$ cat src/hw/rtl/sled_pkg.sv
// Shared types, character codes and decode mode codes for the string literal
// escape decoder. No dependencies; imported by string_literal_escape_decoder.

package sled_pkg;

	// Result kinds
	localparam logic [1:0] KIND_BYTE    = 2'd0;
	localparam logic [1:0] KIND_DONE    = 2'd1;
	localparam logic [1:0] KIND_UNTERM  = 2'd2;

	// Decode modes
	localparam int unsigned MODE_W = 3;
	localparam logic [MODE_W-1:0] MODE_NORMAL = 3'd0;
	localparam logic [MODE_W-1:0] MODE_ESC    = 3'd1;
	localparam logic [MODE_W-1:0] MODE_HEX1   = 3'd2;
	localparam logic [MODE_W-1:0] MODE_HEX2   = 3'd3;
	localparam logic [MODE_W-1:0] MODE_OCT2   = 3'd4;
	localparam logic [MODE_W-1:0] MODE_OCT3   = 3'd5;

	// Character codes
	localparam logic [7:0] CH_NUL   = 8'h00;
	localparam logic [7:0] CH_QUOTE = 8'h22;
	localparam logic [7:0] CH_BSL   = 8'h5C;
	localparam logic [7:0] CH_ZERO  = 8'h30;
	localparam logic [7:0] CH_NINE  = 8'h39;
	localparam logic [7:0] CH_LA    = 8'h61;
	localparam logic [7:0] CH_LB    = 8'h62;
	localparam logic [7:0] CH_LF    = 8'h66;
	localparam logic [7:0] CH_LN    = 8'h6E;
	localparam logic [7:0] CH_LR    = 8'h72;
	localparam logic [7:0] CH_LT    = 8'h74;
	localparam logic [7:0] CH_LV    = 8'h76;
	localparam logic [7:0] CH_LX    = 8'h78;
	localparam logic [7:0] CH_UA    = 8'h41;
	localparam logic [7:0] CH_UF    = 8'h46;

	// One result item
	typedef struct packed {
		logic [1:0] kind;
		logic [7:0] data;
		logic       last;
	} result_t;

	// Value of a hex digit; anything that is not a hex digit counts as zero.
	function automatic logic [3:0] hex_value(input logic [7:0] c);
		logic [3:0] v;
		v = 4'd0;
		if (c >= CH_ZERO && c <= CH_NINE) begin
			v = c[3:0];
		end else if ((c >= CH_LA && c <= CH_LF) || (c >= CH_UA && c <= CH_UF)) begin
			v = c[3:0] + 4'd9;
		end
		return v;
	endfunction

endpackage

$ cat src/hw/rtl/string_literal_escape_decoder.sv
// String literal escape decoder: input register, escape decode logic and a
// two-entry result buffer. Depends on sled_pkg.
//
// A character taken into the input register is decoded there against the current
// mode, and its results are written into the result buffer that drives the port.
// Throughput: one character per cycle while the buffer has room. A character that
// gives two results holds the result port until both are taken; the input stalls
// only when the buffer, after any pop, cannot take all results of the character
// in the input register.
// Reset clears the decode mode, the partial value and all valid state.

module string_literal_escape_decoder (
	input  logic                  clk,
	input  logic                  arst_n,
	input  logic                  char_valid,
	output logic                  char_stall,
	input  logic [7:0]            char_in,
	output logic                  result_valid,
	input  logic                  result_stall,
	output logic [1:0]            result_kind,
	output logic [7:0]            out_byte,
	output logic                  last_of_run
);
	import sled_pkg::*;

	logic                valid_s1;
	logic [7:0]          char_s1;
	logic [MODE_W-1:0]   mode_q;
	logic [7:0]          partial_q;
	logic [1:0]          count_q;
	result_t             entry_q [0:1];

	logic [MODE_W-1:0]   mode_nxt;
	logic [7:0]          partial_nxt;
	logic [1:0]          n_res;
	result_t             res0;
	result_t             res1;
	logic [7:0]          w;
	logic [3:0]          hv;
	logic                pop;
	logic [1:0]          base_cnt;
	logic                fire_s1;
	result_t             entry_nxt [0:1];
	logic [1:0]          count_nxt;

	// Input register: loads whenever the decode stage is free or moving on.
	assign char_stall = valid_s1 && !fire_s1;

	always_ff @(posedge clk or negedge arst_n) begin
		if (!arst_n) begin
			valid_s1 <= 1'b0;
		end else if (!char_stall) begin
			valid_s1 <= char_valid;
		end
	end

	always_ff @(posedge clk) begin
		if (!char_stall && char_valid) begin
			char_s1 <= char_in;
		end
	end

	// Escape decode of the registered character against the current mode.
	always_comb begin
		w           = char_s1 - CH_ZERO;
		hv          = hex_value(char_s1);
		mode_nxt    = mode_q;
		partial_nxt = partial_q;
		n_res       = 2'd0;
		res0        = '{kind: KIND_BYTE, data: char_s1, last: 1'b1};
		res1        = '{kind: KIND_BYTE, data: char_s1, last: 1'b1};
		if (char_s1 == CH_NUL) begin
			mode_nxt    = MODE_NORMAL;
			partial_nxt = 8'd0;
			n_res       = 2'd1;
			res0        = '{kind: KIND_UNTERM, data: 8'd0, last: 1'b1};
		end else begin
			case (mode_q)
				MODE_ESC: begin
					mode_nxt = MODE_NORMAL;
					n_res    = 2'd1;
					case (char_s1)
						CH_QUOTE: res0.data = CH_QUOTE;
						CH_BSL:   res0.data = CH_BSL;
						CH_LA:    res0.data = 8'd7;
						CH_LB:    res0.data = 8'd8;
						CH_LT:    res0.data = 8'd9;
						CH_LN:    res0.data = 8'd10;
						CH_LV:    res0.data = 8'd11;
						CH_LF:    res0.data = 8'd12;
						CH_LR:    res0.data = 8'd13;
						CH_LX: begin
							mode_nxt    = MODE_HEX1;
							partial_nxt = 8'd0;
							n_res       = 2'd0;
						end
						default: begin
							if (char_s1 >= CH_ZERO && char_s1 <= CH_NINE) begin
								partial_nxt = {w[1:0], 6'd0};
								mode_nxt    = MODE_OCT2;
								n_res       = 2'd0;
							end else begin
								// Unknown escape: the backslash, then the character.
								n_res = 2'd2;
								res0  = '{kind: KIND_BYTE, data: CH_BSL, last: 1'b0};
							end
						end
					endcase
				end
				MODE_HEX1: begin
					partial_nxt = {hv, 4'd0};
					mode_nxt    = MODE_HEX2;
				end
				MODE_HEX2: begin
					res0.data   = partial_q + {4'd0, hv};
					n_res       = 2'd1;
					mode_nxt    = MODE_NORMAL;
					partial_nxt = 8'd0;
				end
				MODE_OCT2: begin
					partial_nxt = partial_q + {w[4:0], 3'd0};
					mode_nxt    = MODE_OCT3;
				end
				MODE_OCT3: begin
					res0.data   = partial_q + w;
					n_res       = 2'd1;
					mode_nxt    = MODE_NORMAL;
					partial_nxt = 8'd0;
				end
				default: begin
					mode_nxt = MODE_NORMAL;
					if (char_s1 == CH_QUOTE) begin
						partial_nxt = 8'd0;
						n_res       = 2'd1;
						res0        = '{kind: KIND_DONE, data: 8'd0, last: 1'b1};
					end else if (char_s1 == CH_BSL) begin
						mode_nxt = MODE_ESC;
					end else begin
						n_res = 2'd1;
					end
				end
			endcase
		end
	end

	// The decoded item moves on only if the buffer has room for its results.
	assign pop      = result_valid && !result_stall;
	assign base_cnt = count_q - {1'b0, pop};
	assign fire_s1  = valid_s1 && (({1'b0, base_cnt} + {1'b0, n_res}) <= 3'd2);

	// Decode state advances once per item taken from the input register.
	always_ff @(posedge clk or negedge arst_n) begin
		if (!arst_n) begin
			mode_q    <= MODE_NORMAL;
			partial_q <= 8'd0;
		end else if (fire_s1) begin
			mode_q    <= mode_nxt;
			partial_q <= partial_nxt;
		end
	end

	// Result buffer: shift out on pop, then append the new results behind.
	always_comb begin
		entry_nxt[0] = entry_q[0];
		entry_nxt[1] = entry_q[1];
		if (pop) begin
			entry_nxt[0] = entry_q[1];
		end
		count_nxt = base_cnt;
		if (fire_s1) begin
			if (n_res != 2'd0) begin
				if (base_cnt == 2'd0) begin
					entry_nxt[0] = res0;
				end else begin
					entry_nxt[1] = res0;
				end
			end
			if (n_res == 2'd2) begin
				entry_nxt[1] = res1;
			end
			count_nxt = base_cnt + n_res;
		end
	end

	always_ff @(posedge clk or negedge arst_n) begin
		if (!arst_n) begin
			count_q <= 2'd0;
		end else begin
			count_q <= count_nxt;
		end
	end

	always_ff @(posedge clk) begin
		entry_q[0] <= entry_nxt[0];
		entry_q[1] <= entry_nxt[1];
	end

	// Result port
	assign result_valid = (count_q != 2'd0);
	assign result_kind  = entry_q[0].kind;
	assign out_byte     = entry_q[0].data;
	assign last_of_run  = entry_q[0].last;

	// The buffer never holds more than two results.
	a_count_bound: assert property (@(posedge clk) disable iff (!arst_n)
		count_q <= 2'd2)
		else $error("result buffer overfilled");

	// With two results buffered, the rear one always ends its character's run.
	a_pair_rear: assert property (@(posedge clk) disable iff (!arst_n)
		count_q == 2'd2 |-> entry_q[1].last)
		else $error("two buffered results but rear one does not end a run");

	// Only the defined decode modes are ever reached.
	a_mode_range: assert property (@(posedge clk) disable iff (!arst_n)
		mode_q <= MODE_OCT3)
		else $error("decode mode out of range");

	// End of line always returns the decoder to normal text.
	a_nul_reset: assert property (@(posedge clk) disable iff (!arst_n)
		fire_s1 && char_s1 == CH_NUL |=> mode_q == MODE_NORMAL && partial_q == 8'd0)
		else $error("end of line did not clear decode state");

	// Done and unterminated results carry a zero byte.
	a_status_zero: assert property (@(posedge clk) disable iff (!arst_n)
		result_valid && result_kind != KIND_BYTE |-> out_byte == 8'd0 && last_of_run)
		else $error("status result with nonzero byte");

endmodule

$ cat config.mk
export PLATFORM = sky130hd
export DESIGN_NAME = string_literal_escape_decoder
export DESIGN_NICKNAME = d
export VERILOG_FILES = /design/src/hw/rtl/sled_pkg.sv /design/src/hw/rtl/string_literal_escape_decoder.sv
export SDC_FILE = /design/constraint.sdc
export NUM_CORES = 1
export LEC_CHECK = 0
export BUFFER_PORTS_ARGS = -buffer_cell sky130_fd_sc_hd__buf_2
export CORE_ASPECT_RATIO = 1.75
export CORE_MARGIN = 5
export CORE_UTILIZATION = 60
export CTS_CLUSTER_SIZE = 25
export DETAILED_ROUTE_END_ITERATION = 10
export GPL_ROUTABILITY_DRIVEN = 0
export PLACE_DENSITY = 0.91
export SLEW_MARGIN = 20
export SYNTH_ARGS = -nofsm -noshare
export SYNTH_HDL_FRONTEND = slang
export SYNTH_SLANG_ARGS = --single-unit
export TNS_END_PERCENT = 5
$ cat constraint.sdc
create_clock -name clk -period 5.22 [get_ports clk]
set_input_delay 0.522 -clock clk [delete_from_list [all_inputs] [get_ports clk]]
set_output_delay 0.522 -clock clk [all_outputs]
set_load 0.01 [all_outputs]
==> results of run 1 <==
## per-stage QoR
| step | setup WS (ns) | total power [mW] | hold WS (ns) | std cells | util |
|---|---|---|---|---|---|
| global placement | 0.7118 | 1.933 | 0.4002 | 419 | 0.6219 |
| detailed placement | 0.5214 | 1.988 | 0.4071 | 419 | 0.6219 |
| finish | 0.4825 | 2.274 | 0.07955 | 427 | 0.6431 |
| CTS | 0.4798 | 2.245 | 0.08730 | 427 | 0.6424 |
| floorplan | 0.9826 | 1.704 | 0.2264 | 364 | - |
| global route | 0.05995 | 2.443 | 0.09979 | 427 | 0.6431 |
## placed cells by master (no fill, tap or decap), drive strengths merged, types with 8 or more instances in the layout
| master | synthesis | routed |
|---|---|---|
| a21oi | 35 | 35 |
| nand2 | 30 | 30 |
| buf | 20 | 30 |
| nor2 | 28 | 28 |
| o21ai | 22 | 22 |
| ha | 19 | 19 |
| edfxtp | 19 | 19 |
| inv | 15 | 15 |
| dfrtp | 11 | 11 |
| dfxtp | 11 | 11 |
| nand3 | 10 | 10 |
| mux2i | 10 | 10 |
| nor3 | 9 | 9 |
| nand2b | 8 | 8 |
| and2 | 8 | 8 |
## logic make-up after synthesis
kind of cell,after synthesis,share of synthesized area
simple gates,117,0.1895
xor+xnor,11,0.03003
buf+inv,47,0.07410
fa+ha+maj,22,0.09283
flops,41,0.3323
compound gates,115,0.2465
mux,11,0.03471
## final timing paths
path	start	to	slack, ns	cells past startpoint
worst max-delay path	char_s1[1]$_DFFE_PP_	entry_q[0][1]$_DFF_P_	0.48	15
worst min-delay path	arst_n	mode_q[2]$_DFFE_PN0P_	0.08	1
worst max register to register	char_s1[1]$_DFFE_PP_	entry_q[0][1]$_DFF_P_	0.48	15
worst min register to register	entry_q[0][19]$_DFFE_PP_	entry_q[0][8]$_DFF_P_	0.50	2
max in group asynchronous	arst_n	partial_q[6]$_DFFE_PN0P_	4.92	1
min in group clk	char_in[1]	char_s1[1]$_DFFE_PP_	0.39	1
## Yosys cell counts (3+ instances only)
cell type	n	area share
nand3_1	10	0.016
inv_1	15	0.018
a21oi_2	3	0.0082
and3_1	4	0.0078
fa_1	3	0.019
nand2b_1	8	0.016
clkbuf_1	10	0.012
buf_4	10	0.023
nor2b_1	4	0.0078
nand2_1	30	0.035
dfrtp_1	11	0.086
o21ai_0	15	0.023
o211ai_1	4	0.0094
o2bb2ai_1	4	0.011
xor2_1	4	0.011
o311ai_0	3	0.0082
o31ai_1	4	0.0094
nor3_1	8	0.012
edfxtp_1	19	0.18
and2_1	7	0.014
o21ai_1	7	0.011
ha_1	19	0.074
mux2i_1	10	0.031
a21oi_1	32	0.050
xnor2_1	7	0.019
o22ai_1	4	0.0078
a31oi_1	4	0.0078
a211oi_1	6	0.014
buf_2	7	0.011
a21o_1	4	0.0094
a221oi_1	3	0.0082
dfxtp_1	11	0.069
nor2_1	27	0.032
## report_power, final
part	leakage, nW	internal [mW]	switching [mW]
combinational	0.951	0.492	0.811
sequential	0.413	0.544	0.173
clock	0.0552	0.142	0.112
total	1.42	1.18	1.10
## what timing repair did
action	in CTS	in global routing
setup endpoints to repair	0	1
endpoints found under the hold margin	0	0
resized for setup	0	1
## sequential cells by signal, indices dropped and copies added, names as in the netlist
name and cells:
partial_q 5, char_s1 8, entry_q 22, valid_s1 1
mode_q 3, count_q 2
## area by class of cell
type | count | area, sq um
Inverter | 17 | 63.81
Clock buffer | 6 | 72.57
Fill cell | 434 | 1876
Clock inverter | 2 | 35.03
Tap cell | 55 | 68.82
Multi-Input combinational cell | 276 | 1908
Timing Repair Buffer | 30 | 165.2
Sequential cell | 41 | 1066
## worst max-delay path, cell delays in order (launching register included)
cell and delay, ns:
edfxtp_1 0.68, inv_1 0.17, ha_1 0.29, mux2i_1 0.29, nor3b_4 0.10, nor3_2 0.45, a221o_1 0.48, nand2_1 0.16
ha_1 0.24, fa_1 0.46, a21oi_1 0.19, nand2_1 0.33, a311oi_4 0.35, buf_4 0.28, nand3_1 0.10, o21ai_1 0.11
## metal layers
| metal | GRT usage | vias up |
|---|---|---|
| met5 | 0 | - |
| met4 | 0.1691 | 0 |
| met3 | 0.04403 | 76 |
| met2 | 0.4336 | 209 |
| met1 | 0.2662 | 1312 |
| li1 | - | 1348 |
==> flow_summary.ini, run 1 <==
[timing]
clock.fmax_mhz = 211.1
setup_tns_ns = 0
skew_ns = 0.01228
worstMarginPinSlew_ns = 0.7967
finalCritPeriodShare = 0.9076
grt_setup_unrepaired = no
slew_headroom = 0.4675
hold_viol = 0
slew_violations = 0
setup_violations = 0
fin_crit_ns = 4.738

[final_layout]
antenna-diode-count = 0
nNetsFinal = 405
area_growth_syn_to_layout_pct = 5.343
finalInstanceArea_sq_mm = 0.003379
final_layout_size_suffix_gt1_frac = 0.1452

[clock_network]
cts_made_buffers = 5
ctsHoldBuffers = 0
clk_path_buf_depth = 2
cts_sinks = 41
cts_root_buf = clkbuf_8
cts_setup_buffers = 0
path_clk_slew_ns = 0.08
cts_tree = built
h-tree-depth = 2
clkLatencyLatePin_ns = 0.30

[floorplan]
ioPinCount = 25
fp.dieH_microns = 106.7
die-area_sq_mm = 0.006967
rows = 35
core_area_sq_mm = 0.005255
dieWidth_microns = 65.28
start_util = 0.6105

[global_route]
grt_usage = 0.2492
grt_pass1_vias = 2842
antenna_found_initial = 0
grt_max_degree = 24
overflow = 0
grt_pass1_wl_microns = 13500

[route]
routedWlPerCell_microns = 19.20
route.met3.wl_microns = 672
wl_met1_microns = 2740
num_vias = 2945
routed_wl_microns = 8199
drt_iter0_markers = 341
drc = 0
vias_per_cell = 6.897
wl_met2_microns = 4103
first_pass_iters = 7
routed.top_layer = met4
antenna_left = 0

[worst_hold_path]
hold_class = in2async

[synth]
syn_nets = 398
synth_flop_cell = edfxtp_1
yosysSeqAreaShare = 0.3323
async_reset_ff_frac = 0.2683
synth-seq-cells = 41
syn_avg_cell_area_sq_um = 8.813
synthCells = 364
synth.cell_area_sq_mm = 0.003208
ys_warn_count = 0
ys_types = 67
synth-edff-count = 19

[placement]
dpl_cell_area_sq_mm = 0.003268
io_buffers = 24
dp_hpwl_microns = 6122

[critical_path]
start_kind = flop
cp.required_ns = 5.46
worstPathMaxFanout = 22
crit_arrival_ns = 4.97
crit_type = reg2reg
end_kind = flop

[pwr]
powerDensity_mw_per_mm2 = 672.9
peakVddDrop_mv = 0.2913
power.leakage_nw = 1.420

[run_status]
outcome = complete, no violations

[flow_run]
maxCapViolCount = 0
Power figures use the tool's default switching activity.
==> inputs of run 2 (changes only) <==
--- a/config.mk
+++ b/config.mk
@@ -7,7 +7,6 @@
 export LEC_CHECK = 0
 export BUFFER_PORTS_ARGS = -buffer_cell sky130_fd_sc_hd__buf_2
 export CORE_ASPECT_RATIO = 1.75
-export CORE_MARGIN = 5
 export CORE_UTILIZATION = 60
 export CTS_CLUSTER_SIZE = 25
 export DETAILED_ROUTE_END_ITERATION = 10
==> run 2 against run 1 <==
The run now ends with DRC left. Non-clock buffer count did not move. Worst hold slack got worse by 0.0027 ns. Utilization rose by 1.9 points. Clock skew fell by 0.0076 ns.
==> flow_summary.ini, run 2 (same netlist as run 1, synthesis figures left out) <==
[route]
first_pass_iters = 8
vias_per_cell = 6.887
routedWlPerCell_microns = 18.70
antenna_left = 0
routed_wl_microns = 7965
num_vias = 2934
drt_iter0_markers = 231
drc = 1

[flow_run]
maxCapViolCount = 0

[critical_path]
max_stage_delay_ns = 0.67
cp_cell_sequence = inv_1 -> ha_1 -> and4bb_2 -> nand3_1 -> and2_1 -> nand3_1 -> nor2_1 -> fa_1 -> a21oi_1 -> nand2_1 -> a311oi_4 -> buf_4 -> nand3_1 -> o21ai_1
crit_path_top_delay_cell = edfxtp_1
crit_type = reg2reg
start_kind = flop
rr_worst_depth = 14
r2r-start = char_s1[1]$_DFFE_PP_
r2r_end = entry_q[0][1]$_DFF_P_
startpoint = char_s1[1]$_DFFE_PP_
timing.reg2reg.setup_slack_ns = 0.44
cp.required_ns = 5.45
endpoint = entry_q[0][1]$_DFF_P_
end_kind = flop
worstPathMaxFanout = 22
cp_common_cell = nand3_1
crit_arrival_ns = 5.01

[run_status]
violations = DRC
outcome = complete, but fails checks

[timing]
fin_ws_ns = 0.4373
skew_ns = 0.004719
finalCritPeriodShare = 0.9162
slew_headroom = 0.2893
grt_setup_unrepaired = no
fin_crit_ns = 4.783
setup_violations = 0
setup_tns_ns = 0
slew_violations = 0
worstMarginPinSlew_ns = 1.039
hold_viol = 0
clock.fmax_mhz = 209.1

[floorplan]
dieWidth_microns = 57.28
start_util = 0.6337
rows = 34
ioPinCount = 25
fp.dieH_microns = 98.73
die-area_sq_mm = 0.005655
core_area_sq_mm = 0.005062

[final_layout]
most-common-layout-cells = a21oi_1, nand2_1, nor2_1
nNetsFinal = 405
largestRegisters = entry_q x22, char_s1 x8, partial_q x5
finalInstanceArea_sq_mm = 0.003349
final_layout_size_suffix_gt1_frac = 0.1425
largest_register_ffs = 22
antenna-diode-count = 0
final_util = 0.6616
area_growth_syn_to_layout_pct = 4.407
top_register = entry_q
final_common_cell = a21oi_1

[global_route]
antenna_found_initial = 0
grt_usage = 0.3058
overflow = 0
grt_max_degree = 24
grt_pass1_wl_microns = 13100
grt_pass1_vias = 2721

[clock_network]
cts_tree = built
cts_setup_buffers = 0
ctsResizeCount = 0
path_clk_slew_ns = 0.08
clk_path_buf_depth = 2
ctsHoldBuffers = 0
cts_root_buf = clkbuf_8
cts_made_buffers = 5
cts_sinks = 41
clkLatencyLatePin_ns = 0.30
h-tree-depth = 2

[placement]
pre_cts_slack_ns = 0.5598
dpl_cell_area_sq_mm = 0.003267
io_buffers = 24
dp_hpwl_microns = 5992

[pwr]
power.leakage_nw = 1.410
peakVddDrop_mv = 0.3071
powerDensity_mw_per_mm2 = 659.7
power_mw = 2.210

[worst_hold_path]
hold_class = in2async
[run 2: final cells by class]
type                            count  area (sq um)
Clock buffer                        6         72.57
Clock inverter                      2         10.01
Fill cell                         403          1713
Inverter                           17         63.81
Multi-Input combinational cell    276          1904
Sequential cell                    41          1066
Tap cell                           54         67.56
Timing Repair Buffer               30         165.2
[run 2: power breakdown]
| group | internal (mW) | switching [mW] | total, mW |
|---|---|---|---|
| logic | 0.492 | 0.802 | 1.29 |
| clock network | 0.0927 | 0.109 | 0.202 |
| registers | 0.545 | 0.170 | 0.714 |
[run 2: critical path, delay by kind of cell (launching register included)]
kind / cells / cell delay [ns]
compound gates: 3 / 0.61
flops: 1 / 0.67
fa+ha+maj: 2 / 0.81
buf+inv: 2 / 0.46
simple gates: 7 / 2.13
[run 2: per-stage QoR]
| stage | hold slack [ns] | std cells |
|---|---|---|
| final | 0.07687 | 426 |
| after global routing | 0.08863 | 426 |
| after CTS | 0.08919 | 426 |
| after detailed placement | 0.4017 | 418 |
| after global placement | 0.3970 | 418 |
| after floorplan | 0.2264 | 364 |
[run 2: how the worst min path moves through the flow]
| stage | endpoint | slack (ns) | cells past startpoint |
|---|---|---|---|
| floorplan | count_q[0]$_DFF_PN0_ | 0.23 | 0 |
| global placement | mode_q[0]$_DFFE_PN0P_ | 0.40 | 1 |
| detailed placement | mode_q[2]$_DFFE_PN0P_ | 0.40 | 1 |
| CTS | count_q[0]$_DFF_PN0_ | 0.09 | 1 |
| global route | count_q[0]$_DFF_PN0_ | 0.09 | 1 |
| finish | count_q[0]$_DFF_PN0_ | 0.08 | 1 |
[run 2: routing by layer]
metal  track usage  routed length, microns
met1        0.3429                    2745
met2        0.5312                    4061
met3       0.04724                     532
met4        0.1857                     626
met5             0                       0
==> inputs of run 3 (changes only) <==
--- a/config.mk
+++ b/config.mk
@@ -11,7 +11,7 @@
 export CTS_CLUSTER_SIZE = 25
 export DETAILED_ROUTE_END_ITERATION = 10
 export GPL_ROUTABILITY_DRIVEN = 0
-export PLACE_DENSITY = 0.91
+export PLACE_DENSITY = 0.8
 export SLEW_MARGIN = 20
 export SYNTH_ARGS = -nofsm -noshare
 export SYNTH_HDL_FRONTEND = slang
==> run 3 against run 2 <==
The flow still finishes with violations (DRC). Clock skew up 0.0057 ns. Non-clock buffer count unchanged. Highest routed layer unchanged. Critical endpoint unchanged. Critical path type unchanged. Design area up 0.75%. Maximum frequency up 3.5%.
==> flow_summary.ini, run 3 (same netlist as run 1, synthesis figures left out) <==
[placement]
io_buffers = 24
dpl_cell_area_sq_mm = 0.003267
dp.cells = 418
dp_hpwl_microns = 5923

[critical_path]
crit_type = reg2reg
timing.reg2reg.setup_slack_ns = 0.60
end_kind = flop
start_kind = flop
crit_arrival_ns = 4.86
cp.required_ns = 5.46
worstPathMaxFanout = 22

[timing]
setup_tns_ns = 0
finalCritPeriodShare = 0.8855
grt_setup_unrepaired = no
skew_ns = 0.01043
setup_violations = 0
slew_headroom = 0.2254
worstMarginPinSlew_ns = 1.133
timing.hold.ws_ns = 0.05833
clock.fmax_mhz = 216.4
hold_viol = 0
slew_violations = 0
fin_crit_ns = 4.622

[global_route]
grt_max_degree = 24
grt_pass1_wl_microns = 13080
grt_usage = 0.3035
antenna_found_initial = 0
grt_pass1_vias = 2690
overflow = 0

[final_layout]
multi_input_area_sq_mm = 0.001904
final_common_cell = a21oi_1
final_cells = 426
nNetsFinal = 405
regArea_sq_mm = 0.001066
antenna-diode-count = 0
final_util = 0.6666
final_layout_size_suffix_gt1_frac = 0.1425
most-common-layout-cells = a21oi_1, nand2_1, nor2_1
finalInstanceArea_sq_mm = 0.003374
area_growth_syn_to_layout_pct = 5.187
largest_register_ffs = 22
fillers = 428
largestRegisters = entry_q x22, char_s1 x8, partial_q x5
top_register = entry_q

[clock_network]
h-tree-depth = 2
ctsHoldBuffers = 0
ctsResizeCount = 0
clkLatencyLatePin_ns = 0.31
clk_path_buf_depth = 2
path_clk_slew_ns = 0.08
cts_sinks = 41
cts_tree = built
cts_root_buf = clkbuf_8
cts_made_buffers = 5
cts_setup_buffers = 0

[route]
antenna_left = 0
drc = 1
routed_wl_microns = 8005
vias_per_cell = 6.784
routedWlPerCell_microns = 18.79
drt_iter0_markers = 217
first_pass_iters = 8
num_vias = 2890

[pwr]
seq_power_share = 0.331
combPwrFrac = 0.556
powerDensity_mw_per_mm2 = 669.1
p_int_mw = 1.179
p_switching_mw = 1.079
power.leakage_nw = 1.420
peakVddDrop_mv = 0.3459
p_clk_frac = 0.113
swShare = 0.4780

[floorplan]
core_area_sq_mm = 0.005062
rows = 34
fp.dieH_microns = 98.73
die-area_sq_mm = 0.005655
dieWidth_microns = 57.28
start_util = 0.6337
ioPinCount = 25

[worst_hold_path]
hold_class = in2async

[run_status]
outcome = complete, but fails checks
violations = DRC

[flow_run]
maxCapViolCount = 0
[run 3: final cells by class]
class	count	area share
Sequential cell	41	0.3159
Clock inverter	2	0.01038
Multi-Input combinational cell	276	0.5643
Inverter	17	0.01891
Tap cell	54	0.02002
Clock buffer	6	0.02151
Timing Repair Buffer	30	0.04894
[run 3: path summary, 6_finish.rpt]
check                                          from                        to  cells after the start
setup / recovery               char_s1[1]$_DFFE_PP_     entry_q[0][1]$_DFF_P_                     15
hold / removal                               arst_n     mode_q[1]$_DFFE_PN0P_                      1
setup reg to reg               char_s1[1]$_DFFE_PP_     entry_q[0][1]$_DFF_P_                     15
hold reg to reg            entry_q[0][17]$_DFFE_PP_     entry_q[0][6]$_DFF_P_                      2
max in group asynchronous                    arst_n  partial_q[3]$_DFFE_PN0P_                      1
min in group clk                         char_in[6]      char_s1[6]$_DFFE_PP_                      1
[run 3: per-layer routing]
| metal | GRT usage | routed length [microns] | vias up |
|---|---|---|---|
| li1 | - | - | 1344 |
| met1 | 0.3316 | 2871 | 1325 |
| met2 | 0.5258 | 3996 | 159 |
| met4 | 0.2026 | 578 | 0 |
| met5 | 0 | 0 | - |
| met3 | 0.04987 | 559 | 62 |
[run 3: critical path, stage by stage, from the launching register on]
cell and delay, ns:
edfxtp_1 0.69, inv_1 0.18, ha_1 0.31, and4bb_2 0.26, nand3_1 0.27, and2_1 0.40, nand3_1 0.30, nor2_1 0.18
buf_4 0.18, fa_1 0.42, a21oi_1 0.19, nand2_1 0.31, a311oi_4 0.34, buf_4 0.29, nand3_1 0.12, o21ai_1 0.10
[run 3: through the flow]
stage | total power, mW | setup WS (ns)
2_1_floorplan | 1.704 | 0.9826
3_5_place_dp | 1.980 | 0.7342
6_report | 2.258 | 0.5979
5_1_grt | 2.438 | 0.2848
3_3_place_gp | 1.945 | 0.8227
4_1_cts | 2.234 | 0.6923
[run 3: power groups by stage]
stage                     Sequential (mW)  Combinational (mW)  Clock [mW]
after floorplan                     0.622                1.08           0
after global routing                0.769                1.40       0.266
after CTS                           0.740                1.24       0.254
final                               0.747                1.26       0.255
after detailed placement            0.746                1.23           0
after global placement              0.740                1.21           0
